<file path="src/design/best_worst_fit_page_allocator_top_assert.svh">
// assertion macros for the page allocator top level
// used by best_worst_fit_page_allocator_top.sv, expects clk and rst_n in scope
`ifndef BEST_WORST_FIT_PAGE_ALLOCATOR_TOP_ASSERT_SVH
`define BEST_WORST_FIT_PAGE_ALLOCATOR_TOP_ASSERT_SVH

// condition that must hold at every edge outside reset
`define BWF_ASSERT_ALWAYS(lbl, cond, msg) \
  lbl: assert property (@(posedge clk) disable iff (!rst_n) (cond)) else $error(msg);

// antecedent in one cycle implies consequent in the next
`define BWF_ASSERT_NEXT(lbl, ante, cons, msg) \
  lbl: assert property (@(posedge clk) disable iff (!rst_n) (ante) |=> (cons)) else $error(msg);

`endif

</file>
<file path="src/design/bwf_pkg.sv">
// shared types and constants for the best/worst fit page allocator
// no dependencies
`default_nettype none

package bwf_pkg;

  localparam int NUM_PAGES = 32;
  localparam int ID_BITS   = 8;
  localparam int PAGE_W    = $clog2(NUM_PAGES);
  localparam int CNT_W     = $clog2(NUM_PAGES + 1);
  localparam int SIZE_W    = 12;
  localparam int NEED_W    = SIZE_W - 1;

  typedef enum logic [1:0] {
    MODE_ALLOC = 2'd0,
    MODE_FREE  = 2'd1,
    MODE_QUERY = 2'd2,
    MODE_RSVD  = 2'd3
  } op_mode_t;

  typedef enum logic [2:0] {
    ST_OK        = 3'd0,
    ST_BAD_SIZE  = 3'd1,
    ST_ID_IN_USE = 3'd2,
    ST_NO_SPACE  = 3'd3,
    ST_NOT_FOUND = 3'd4
  } status_t;

  typedef enum logic [2:0] {
    S_IDLE,
    S_SCAN,
    S_CHECK,
    S_FILL,
    S_DONE
  } state_t;

  typedef struct packed {
    op_mode_t           mode;
    logic [ID_BITS-1:0] prog_id;
    logic [SIZE_W-1:0]  size_kb;
  } in_item_t;

  typedef struct packed {
    status_t    status;
    logic [4:0] start_page;
    logic [5:0] page_count;
    logic [4:0] fragment_count;
  } out_item_t;

  typedef struct packed {
    logic               used;
    logic [ID_BITS-1:0] owner;
  } page_entry_t;

  typedef struct packed {
    logic             start;
    logic             step;
    logic [CNT_W-1:0] idx;
    logic             is_free_op;
  } scan_ctl_t;

  typedef struct packed {
    logic              found;
    logic [PAGE_W-1:0] first;
    logic [CNT_W-1:0]  match_cnt;
    logic              best_valid;
    logic [PAGE_W-1:0] best_start;
    logic [CNT_W-1:0]  best_len;
    logic [CNT_W-1:0]  frag;
  } scan_res_t;

endpackage

`default_nettype wire

</file>
<file path="src/design/bwf_page_table.sv">
// page owner table: one used flag and one owner id per page
// one combinational read port, one write port; depends on bwf_pkg
`default_nettype none

module bwf_page_table (
  input  wire logic                        clk,
  input  wire logic                        rst_n,
  input  wire logic [bwf_pkg::PAGE_W-1:0]  rd_addr,
  output bwf_pkg::page_entry_t             rd_data,
  input  wire logic                        wr_en,
  input  wire logic [bwf_pkg::PAGE_W-1:0]  wr_addr,
  input  wire bwf_pkg::page_entry_t        wr_data
);
  import bwf_pkg::*;

  logic [NUM_PAGES-1:0] used_r;
  logic [ID_BITS-1:0]   owner_r [NUM_PAGES];

  // used flags reset to free, owner ids only matter once a page is used
  always_ff @(posedge clk) begin
    if (!rst_n) begin
      used_r <= '0;
    end else if (wr_en) begin
      used_r[wr_addr] <= wr_data.used;
    end
  end

  always_ff @(posedge clk) begin
    if (wr_en) begin
      owner_r[wr_addr] <= wr_data.owner;
    end
  end

  assign rd_data.used  = used_r[rd_addr];
  assign rd_data.owner = owner_r[rd_addr];

endmodule

`default_nettype wire

</file>
<file path="src/design/bwf_scan_unit.sv">
// shared scan unit: walks the page table one entry per cycle
// tracks free runs, best/worst fit candidate, id matches and fragment count; depends on bwf_pkg
`default_nettype none

module bwf_scan_unit (
  input  wire logic                        clk,
  input  wire logic                        rst_n,
  input  wire bwf_pkg::scan_ctl_t          ctl,
  input  wire bwf_pkg::page_entry_t        entry,
  input  wire logic [bwf_pkg::ID_BITS-1:0] id,
  input  wire logic [bwf_pkg::NEED_W-1:0]  need,
  input  wire logic                        policy,
  output logic                             match,
  output bwf_pkg::scan_res_t               res
);
  import bwf_pkg::*;

  logic              in_run_r;
  logic [PAGE_W-1:0] run_start_r;
  logic              prev_free_r;
  scan_res_t         res_r;

  logic             at_end;
  logic             pg_free;
  logic             new_free;
  logic             closing;
  logic [CNT_W-1:0] run_len;
  logic             fits;
  logic             better;

  always_comb begin
    at_end   = (ctl.idx == CNT_W'(NUM_PAGES));
    pg_free  = !at_end && !entry.used;
    match    = !at_end && entry.used && (entry.owner == id);
    // page state as it stands after a free has cleared the matching pages
    new_free = pg_free || (ctl.is_free_op && match);
    closing  = !pg_free && in_run_r;
    run_len  = ctl.idx - CNT_W'(run_start_r);
    fits     = NEED_W'(run_len) >= need;
    if (!res_r.best_valid) begin
      better = 1'b1;
    end else if (policy) begin
      better = run_len > res_r.best_len;
    end else begin
      better = run_len < res_r.best_len;
    end
  end

  // run start, best candidate and first match are only read behind their flags
  always_ff @(posedge clk) begin
    if (!rst_n || ctl.start) begin
      in_run_r         <= 1'b0;
      prev_free_r      <= 1'b0;
      res_r.found      <= 1'b0;
      res_r.match_cnt  <= '0;
      res_r.best_valid <= 1'b0;
      res_r.frag       <= '0;
    end else if (ctl.step) begin
      prev_free_r <= new_free;
      if (new_free && !prev_free_r) begin
        res_r.frag <= res_r.frag + 1'b1;
      end
      if (pg_free && !in_run_r) begin
        in_run_r    <= 1'b1;
        run_start_r <= ctl.idx[PAGE_W-1:0];
      end else if (closing) begin
        in_run_r <= 1'b0;
        if (fits && better) begin
          res_r.best_valid <= 1'b1;
          res_r.best_start <= run_start_r;
          res_r.best_len   <= run_len;
        end
      end
      if (match) begin
        res_r.found     <= 1'b1;
        res_r.match_cnt <= res_r.match_cnt + 1'b1;
        if (!res_r.found) begin
          res_r.first <= ctl.idx[PAGE_W-1:0];
        end
      end
    end
  end

  assign res = res_r;

endmodule

`default_nettype wire

</file>
<file path="src/design/best_worst_fit_page_allocator_top.sv">
// Contiguous page allocator over 32 pages with best or worst fit placement.
// Input channel in_valid/in_ready/in_item carries one request transaction:
// allocate (id, size in KB, ceil(size/4) pages), free by id, or query.
// Output channel out_valid/out_ready/out_item returns one result per request:
// status, start page, page count and the number of free runs afterwards.
// cfg_we/cfg_wdata set the fit policy (0 best fit, 1 worst fit), write only.
// Each request runs one pass of the shared scan unit over the page table,
// one entry per cycle, then a check state and a done state that loads the
// result register; a successful allocate writes its pages in a fill state between them.
// out_valid rises once the done state has loaded the result; a new request is
// taken only once the block returns to idle, so it holds one request at a time.
// in_ready is high only while idle; it may be high while a result still waits
// in the output register. If the receiver stalls, a finished result is held
// until the register frees up, and no further request is taken meanwhile.
// Reset (rst_n low, synchronous) marks every page free, selects best fit and
// empties the output register.
`default_nettype none

module best_worst_fit_page_allocator_top (
  input  wire logic        clk,
  input  wire logic        rst_n,
  input  wire logic        in_valid,
  output logic             in_ready,
  input  wire bwf_pkg::in_item_t in_item,
  output logic             out_valid,
  input  wire logic        out_ready,
  output bwf_pkg::out_item_t out_item,
  input  wire logic        cfg_we,
  input  wire logic        cfg_wdata
);
  import bwf_pkg::*;

  state_t            state_r, state_nxt;
  in_item_t          item_r;
  logic [NEED_W-1:0] need_r, need_nxt;
  logic [CNT_W-1:0]  idx_r, idx_nxt;
  logic [PAGE_W-1:0] fill_addr_r, fill_addr_nxt;
  logic [CNT_W-1:0]  fill_left_r, fill_left_nxt;
  logic              policy_r;
  logic              out_valid_r, out_valid_nxt;
  out_item_t         out_item_r, out_item_nxt;

  logic              accept;
  logic [SIZE_W:0]   size_sum;
  scan_ctl_t         scan_ctl;
  page_entry_t       rd_data;
  page_entry_t       wr_data;
  logic              wr_en;
  logic [PAGE_W-1:0] wr_addr;
  logic              match;
  scan_res_t         res;
  logic              alloc_ok;
  out_item_t         result;

  assign in_ready  = (state_r == S_IDLE);
  assign accept    = in_valid && in_ready;
  assign size_sum  = {1'b0, in_item.size_kb} + (SIZE_W + 1)'(3);
  assign out_valid = out_valid_r;
  assign out_item  = out_item_r;

  bwf_page_table u_table (
    .clk     (clk),
    .rst_n   (rst_n),
    .rd_addr (idx_r[PAGE_W-1:0]),
    .rd_data (rd_data),
    .wr_en   (wr_en),
    .wr_addr (wr_addr),
    .wr_data (wr_data)
  );

  bwf_scan_unit u_scan (
    .clk    (clk),
    .rst_n  (rst_n),
    .ctl    (scan_ctl),
    .entry  (rd_data),
    .id     (item_r.prog_id),
    .need   (need_r),
    .policy (policy_r),
    .match  (match),
    .res    (res)
  );

  assign alloc_ok = (item_r.mode == MODE_ALLOC) && (item_r.size_kb != '0) &&
                    !res.found && res.best_valid;

  // result of the finished transaction
  always_comb begin
    result = '0;
    result.status         = ST_OK;
    result.fragment_count = 5'(res.frag);
    case (item_r.mode)
      MODE_ALLOC: begin
        if (item_r.size_kb == '0) begin
          result.status = ST_BAD_SIZE;
        end else if (res.found) begin
          result.status = ST_ID_IN_USE;
        end else if (!res.best_valid) begin
          result.status = ST_NO_SPACE;
        end else begin
          result.start_page = 5'(res.best_start);
          result.page_count = 6'(need_r);
          // taking a whole run removes one fragment
          if (NEED_W'(res.best_len) == need_r) begin
            result.fragment_count = 5'(res.frag - 1'b1);
          end
        end
      end
      MODE_FREE: begin
        if (res.found) begin
          result.start_page = 5'(res.first);
          result.page_count = 6'(res.match_cnt);
        end else begin
          result.status = ST_NOT_FOUND;
        end
      end
      default: begin
      end
    endcase
  end

  always_comb begin
    state_nxt     = state_r;
    need_nxt      = need_r;
    idx_nxt       = idx_r;
    fill_addr_nxt = fill_addr_r;
    fill_left_nxt = fill_left_r;
    out_valid_nxt = out_valid_r && !out_ready;
    out_item_nxt  = out_item_r;
    scan_ctl.start      = accept;
    scan_ctl.step       = 1'b0;
    scan_ctl.idx        = idx_r;
    scan_ctl.is_free_op = (item_r.mode == MODE_FREE);
    wr_en   = 1'b0;
    wr_addr = idx_r[PAGE_W-1:0];
    wr_data = '0;
    case (state_r)
      S_IDLE: begin
        if (accept) begin
          need_nxt  = size_sum[SIZE_W:2];
          idx_nxt   = '0;
          state_nxt = S_SCAN;
        end
      end
      S_SCAN: begin
        scan_ctl.step = 1'b1;
        // a free clears each matching page as the scan passes it
        wr_en = scan_ctl.is_free_op && match;
        idx_nxt = idx_r + 1'b1;
        if (idx_r == CNT_W'(NUM_PAGES)) begin
          state_nxt = S_CHECK;
        end
      end
      S_CHECK: begin
        if (alloc_ok) begin
          fill_addr_nxt = res.best_start;
          fill_left_nxt = CNT_W'(need_r);
          state_nxt     = S_FILL;
        end else begin
          state_nxt = S_DONE;
        end
      end
      S_FILL: begin
        wr_en         = 1'b1;
        wr_addr       = fill_addr_r;
        wr_data.used  = 1'b1;
        wr_data.owner = item_r.prog_id;
        fill_addr_nxt = fill_addr_r + 1'b1;
        fill_left_nxt = fill_left_r - 1'b1;
        if (fill_left_r == CNT_W'(1)) begin
          state_nxt = S_DONE;
        end
      end
      S_DONE: begin
        if (!out_valid_r || out_ready) begin
          out_valid_nxt = 1'b1;
          out_item_nxt  = result;
          state_nxt     = S_IDLE;
        end
      end
      default: begin
        state_nxt = S_IDLE;
      end
    endcase
  end

  always_ff @(posedge clk) begin
    if (!rst_n) begin
      state_r     <= S_IDLE;
      out_valid_r <= 1'b0;
      policy_r    <= 1'b0;
    end else begin
      state_r     <= state_nxt;
      out_valid_r <= out_valid_nxt;
      if (cfg_we) begin
        policy_r <= cfg_wdata;
      end
    end
  end

  always_ff @(posedge clk) begin
    if (accept) begin
      item_r <= in_item;
    end
    need_r      <= need_nxt;
    idx_r       <= idx_nxt;
    fill_addr_r <= fill_addr_nxt;
    fill_left_r <= fill_left_nxt;
    out_item_r  <= out_item_nxt;
  end

`include "best_worst_fit_page_allocator_top_assert.svh"

  `BWF_ASSERT_ALWAYS(a_fill_only_alloc,
    (state_r != S_FILL) || ((item_r.mode == MODE_ALLOC) && res.best_valid && !res.found),
    "page fill outside a valid allocate")
  `BWF_ASSERT_ALWAYS(a_fill_in_range,
    (state_r != S_FILL) || ((fill_left_r != '0) &&
    ((CNT_W + 1)'(fill_addr_r) + (CNT_W + 1)'(fill_left_r) <= (CNT_W + 1)'(NUM_PAGES))),
    "page fill runs past the table")
  `BWF_ASSERT_NEXT(a_check_to_fill, (state_r == S_CHECK) && alloc_ok, state_r == S_FILL,
    "successful allocate skipped the fill")
  `BWF_ASSERT_ALWAYS(a_frag_bound,
    !out_valid_r || (out_item_r.fragment_count <= 5'(NUM_PAGES / 2)),
    "fragment count above half the pages")

endmodule

`default_nettype wire

</file>
<file path="config.mk">
export PLATFORM = sky130hd
export DESIGN_NAME = best_worst_fit_page_allocator_top
export DESIGN_NICKNAME = d
export VERILOG_FILES = /design/src/design/bwf_pkg.sv /design/src/design/bwf_page_table.sv /design/src/design/bwf_scan_unit.sv /design/src/design/best_worst_fit_page_allocator_top.sv
export VERILOG_INCLUDE_DIRS = /design/src /design/src/design
export SDC_FILE = /design/constraint.sdc
export NUM_CORES = 1
export LEC_CHECK = 0
export BUFFER_PORTS_ARGS = -buffer_cell sky130_fd_sc_hd__clkbuf_2
export CORE_UTILIZATION = 50
export DETAILED_ROUTE_END_ITERATION = 10
export PLACE_DENSITY = 0.74
export SLEW_MARGIN = 20
export SYNTH_ARGS = -nofsm -noshare
export SYNTH_HDL_FRONTEND = slang
export SYNTH_HIERARCHICAL = 1
export SYNTH_SLANG_ARGS = --single-unit
</file>
<file path="constraint.sdc">
create_clock -name clk -period 5.1 [get_ports clk]
set_input_delay 0.765 -clock clk [delete_from_list [all_inputs] [get_ports clk]]
set_output_delay 0.765 -clock clk [all_outputs]
set_load 0.02 [all_outputs]
</file>
==> results of run 1 <==
[layer usage]
layer,up-vias,track usage
li1,4244,-
met1,4848,0.3089
met2,416,0.3469
met3,48,0.03602
met4,0,0.06328
met5,-,0
[power by group through the flow]
stage | Clock, mW | Combinational (mW) | Sequential [mW]
6_report | 2.86 | 0.822 | 3.63
5_1_grt | 3.02 | 0.884 | 3.64
4_1_cts | 2.90 | 0.824 | 3.63
3_5_place_dp | 0 | 0.818 | 3.70
3_3_place_gp | 0 | 0.802 | 3.70
2_1_floorplan | 0 | 0.600 | 3.67
[through the flow]
stage | std cells | setup slack, ns | area (um^2) | hold slack (ns)
3_5_place_dp | 1538 | 0.5532 | 18020 | 0.4324
3_3_place_gp | 1538 | 0.5945 | 18020 | 0.4341
4_1_cts | 1614 | 0.4730 | 19320 | 0.3836
5_1_grt | 1614 | 0.2702 | 19320 | 0.3920
6_report | 1614 | 0.4530 | 19320 | 0.3969
2_1_floorplan | 1036 | 0.4234 | 16960 | 0.4264
[flip-flops by register name (all words and copies together) (netlist names)]
name and flops:
u_table/used_r 32, idx_r 6, u_table/owner_r 256, u_scan/in_run_r 1, out_valid 1, state_r 3, need_r 11, out_item 19
policy_r 1, u_scan/prev_free_r 1, item_r 22, fill_left_r 6, fill_addr_r 5, u_scan/res 29, u_scan/run_start_r 5
[worst max path at each step]
stage	depth (start not counted)	slack (ns)	to
after floorplan	15	0.42	u_table/owner_r[20][0]$_DFFE_PP_
after global placement	13	0.59	u_table/owner_r[20][0]$_DFFE_PP_
after detailed placement	13	0.55	u_table/owner_r[8][0]$_DFFE_PP_
after CTS	13	0.47	u_table/owner_r[4][7]$_DFFE_PP_
after global routing	13	0.27	u_table/owner_r[8][0]$_DFFE_PP_
final	13	0.45	u_table/owner_r[4][7]$_DFFE_PP_
[final cells by class]
cell class / instances / area, um^2
Sequential cell: 398 / 11430
Fill cell: 2459 / 14130
Inverter: 37 / 138.9
Clock inverter: 27 / 209.0
Tap cell: 448 / 560.5
Multi-Input combinational cell: 550 / 5165
Clock buffer: 49 / 1087
Timing Repair Buffer: 105 / 730.7
==> run_results.csv, run 1 <==
group,metric,value,unit
status,outcome,"complete, no violations",
pwr,p_leak,6.197,nW
pwr,total_power,7.312,mW
critical_path,crit_arrival,4.87,ns
timing,clock.fmax,0.2152,GHz
critical_path,crit_path_cell_trace,"buf_12 > mux4_2 > mux4_2 > mux2_2 > xnor2_1 > nand4_2 > nor2_1 > and3_1 > a21oi_1 > nor2_1 > or3b_2 > nor2_1 > buf_4",
floorplanning,die_x,186.1,um
critical_path,slowest_stage,"or3b_2",
timing,finalCritPeriodShare,0.9112,
critical_path,crit_buf_inv,2,
critical_path,crit_start,"idx_r[0]$_SDFFCE_PN0P_",
floorplanning,core,0.03345,mm^2
cts,post_cts_buffers,0,
floorplanning,ios,49,
hold_path,hold_start,"in_item[18]",
critical_path,rrSetupSlack,0.45,ns
route,drt-met1-wl,15430,um
timing,skew,0.03599,ns
global_route,antenna_found_initial,2,
floorplanning,rows,67,
route,dr_wl_met3,2820,um
cts,clockBufferDepth,3,
floorplanning,design.die.area,0.03465,mm^2
critical_path,crit_top_cell,"nor2_1",
timing,rsz0062_at_grt,"no",
timing,tightestPinTransition,1.038,ns
logic_synthesis,synthesis.nets,1092,
pwr,pwr-share-seq,0.497,
pwr,vdd_drop_max,0.2576,mV
cts,cts-root-buf,"clkbuf_16",
hold_path,hp-class,"in -> reg",
floorplanning,initial_utilization,0.5069,
pwr,swShare,0.2374,
final_layout,syn2layout_area_growth,13.96,%
global_route,grt_start_max_net_pins,77,
critical_path,critPathLaunchType,"flop",
timing,slew_headroom,0.3079,
final_layout,nNetsFinal,1189,
critical_path,r2r-start,"idx_r[0]$_SDFFCE_PN0P_",
pwr,p_clk_frac,0.391,
floorplanning,die_h,186.1,um
global_route,grt_pass1_vias,9403,
critical_path,cp-end-kind,"flop",
global_route,grt_usage,0.2171,
cts,cts.sinks,398,
pwr,internal_power,5.576,mW
pwr,switching_power,1.736,mW
critical_path,required,5.32,ns
route,wl_met2,17520,um
pwr,pwr-share-comb,0.112,
placement,gp_congestion,0.8559,
cts,clk_latency,0.55,ns
route,drc,0,
logic_synthesis,syn_inst,1036,
placement,place.port_buffers,48,
final_layout,drive_gt1_frac,0.2470,
critical_path,cp_max_fo,29,
cts,htreeDepth,2,
timing,slew_violations,0,
critical_path,critical_path_class,"reg -> reg",
route,final_antenna_net_count,0,
placement,dp_hpwl,23280,um
cts,cts_buffers,41,
hold_path,hold_depth,1,
final_layout,layout_common_cells,"edfxtp_1, mux4_2, nor2_1",
cts,cts_resized,0,
critical_path,reg2reg_to,"u_table/owner_r[4][7]$_DFFE_PP_",
route,vias_per_cell,5.921,
route,wl_per_cell,22.58,um
route,vias,9556,
logic_synthesis,synth_area,0.01696,mm^2
critical_path,r2r_cells,13,
final_layout,antennaDiodeCount,0,
critical_path,crit_path_max_incr_delay,0.69,ns
cts,clkSlewWorstSetupHoldPaths,0.06,ns
pwr,powerDensity,378.4,mW/mm^2
global_route,grt-ovfl-total,0,
timing,finalCriticalPeriod,4.647,ns
final_layout,fin_util,0.5777,
timing,setup_tns,0,ns
route,wl,36450,um
logic_synthesis,yosysWarnings,6,
timing,setup-violations-final,0,
critical_path,crit_family,"simple AND/OR/NAND/NOR gates",
timing,hold_viol_final,0,
global_route,grt_pass1_wl,55530,um
flow_run,max_cap_viol_count,0,
final_layout,final_common_cell,"edfxtp_1",
hold_path,min_to,"item_r[18]$_DFFE_PP_",
route,drt_first_pass_iters,5,
route,top_layer_used,"met4",
route,drt-initial-drc-count,996,
cts,cts_tree,"built",
cts,hold_buffers,0,
logic_synthesis,avgSynthCellArea,16.37,um^2
Note: power is estimated with default switching activity, not from simulation.
==> run 2: changes to the inputs <==
--- a/config.mk
+++ b/config.mk
@@ -10,6 +10,7 @@
 export CORE_UTILIZATION = 50
 export DETAILED_ROUTE_END_ITERATION = 10
 export PLACE_DENSITY = 0.74
+export RECOVER_POWER = 50
 export SLEW_MARGIN = 20
 export SYNTH_ARGS = -nofsm -noshare
 export SYNTH_HDL_FRONTEND = slang
==> run 2 against run 1 <==
The run now ends with max-capacitance violations, max-slew violations left. Die area did not move. Clock power barely moved. Combinational power barely moved. Final cell count did not move. Worst setup slack got worse by 0.013 ns. Flip-flop and latch count did not move. Largest cell class unchanged.
==> run_results.csv, run 2 (synthesis gave the netlist of run 1 again) <==
group,metric,value,unit
global_route,grt_pass1_vias,9403,
pwr,p_leak,6.059,nW
cts,htreeDepth,2,
floorplanning,design.die.area,0.03465,mm^2
route,dr_wl_met3,2945,um
floorplanning,initial_utilization,0.5069,
timing,slew_violations,323,
cts,clkSlewWorstSetupHoldPaths,0.06,ns
final_layout,fillerInstances,2495,
timing,slew_headroom,-0.3984,
route,final_antenna_net_count,0,
route,drt_first_pass_iters,5,
global_route,antenna_found_initial,2,
route,wl_met2,17520,um
final_layout,antennaDiodeCount,0,
timing,setup-violations-final,0,
global_route,grt_usage,0.2171,
pwr,total_power,7.311,mW
status,failed_checks,"max-capacitance violations, max-slew violations",
floorplanning,die_h,186.1,um
cts,cts_tree,"built",
final_layout,largest_register_ff_count,256,
critical_path,critPathLaunchType,"flop",
timing,finalCritPeriodShare,0.9136,
final_layout,largest_register,"u_table/owner_r",
route,vias_per_cell,5.899,
final_layout,drive_gt1_frac,0.2067,
status,outcome,"finished with violations",
placement,dp_hpwl,23280,um
final_layout,layout_common_cells,"edfxtp_1, mux4_2, nor2_1",
timing,tightestPinTransition,2.098,ns
floorplanning,ios,49,
route,drc,0,
floorplanning,die_x,186.1,um
placement,placed_area,0.01802,mm^2
cts,clockBufferDepth,3,
cts,cts_resized,0,
cts,post_cts_buffers,0,
critical_path,required,5.32,ns
global_route,grt_pass1_wl,55530,um
cts,hold_buffers,0,
route,drt-initial-drc-count,1015,
final_layout,final_common_cell,"edfxtp_1",
timing,finalCriticalPeriod,4.660,ns
route,top_layer_used,"met4",
floorplanning,rows,67,
final_layout,nNetsFinal,1189,
timing,skew,0.03698,ns
floorplanning,core,0.03345,mm^2
critical_path,crit_arrival,4.88,ns
global_route,grt_start_max_net_pins,77,
placement,place.port_buffers,48,
route,vias,9521,
timing,rsz0062_at_grt,"no",
final_layout,syn2layout_area_growth,13.44,%
pwr,vdd_drop_max,0.2547,mV
route,wl,36550,um
timing,setup_tns,0,ns
cts,cts.sinks,398,
final_layout,finish.instance_area,0.01923,mm^2
cts,clk_latency,0.55,ns
cts,cts_buffers,41,
route,drt-met1-wl,15330,um
critical_path,critical_path_class,"reg -> reg",
final_layout,fin_util,0.5750,
flow_run,max_cap_viol_count,10,
route,wl_per_cell,22.64,um
cts,cts-root-buf,"clkbuf_16",
placement,gp_congestion,0.8559,
pwr,powerDensity,380.1,mW/mm^2
global_route,grt-ovfl-total,0,
timing,hold_viol_final,0,
timing,clock.fmax,0.2146,GHz
critical_path,cp-end-kind,"flop",
hold_path,hp-class,"in -> reg",
critical_path,cp_max_fo,29,
==> run 2: worst paths after layout <==
path | start | endpoint | slack (ns) | depth (start not counted)
max | idx_r[0]$_SDFFCE_PN0P_ | u_table/owner_r[4][7]$_DFFE_PP_ | 0.44 | 13
min | in_item[18] | item_r[18]$_DFFE_PP_ | 0.40 | 1
max reg2reg | idx_r[0]$_SDFFCE_PN0P_ | u_table/owner_r[4][7]$_DFFE_PP_ | 0.44 | 13
min reg2reg | u_scan/run_start_r[2]$_DFFE_PP_ | u_scan/res[14]$_DFFE_PP_ | 0.45 | 0
==> run 2: report_power, final <==
part | internal [mW] | total [mW] | switching [mW]
clock network | 1.63 | 2.86 | 1.22
registers | 3.57 | 3.63 | 0.0625
logic | 0.368 | 0.820 | 0.452
==> run 2: routing by layer <==
metal  track usage  up-vias
met5             0        -
met4       0.06328        0
met3       0.03602       57
met2        0.3469      437
met1        0.3089     4783
li1              -     4244
==> run 2: cell type report <==
| cell class | count | area [um^2] | share of cell area |
|---|---|---|---|
| flip-flops and latches | 398 | 11430 | 0.5943 |
| multi-input cells | 550 | 5141 | 0.2673 |
| clock inverters | 27 | 209.0 | 0.01086 |
| inverters | 37 | 138.9 | 0.007221 |
| well taps | 448 | 560.5 | 0.02914 |
| clock buffers | 49 | 1087 | 0.05653 |
| repair buffers | 105 | 665.6 | 0.03461 |
==> run 2: stage by stage <==
step	setup WS [ns]	hold slack [ns]	cells
floorplan	0.4234	0.4264	1036
global placement	0.5945	0.4341	1538
detailed placement	0.5532	0.4324	1538
CTS	0.4730	0.3836	1614
global route	0.2701	0.3920	1614
finish	0.4404	0.3957	1614
==> run 2: worst max-delay path, cell delays in order (launching register included) <==
cell and delay (ns):
edfxtp_1 0.55, buf_12 0.29, mux4_2 0.54, mux4_2 0.49, mux2_2 0.29, xnor2_1 0.21
nand4_2 0.23, nor2_1 0.14, and3_1 0.20, a21oi_1 0.08, nor2_1 0.22, or3b_2 0.69
nor2_1 0.18, buf_4 0.19
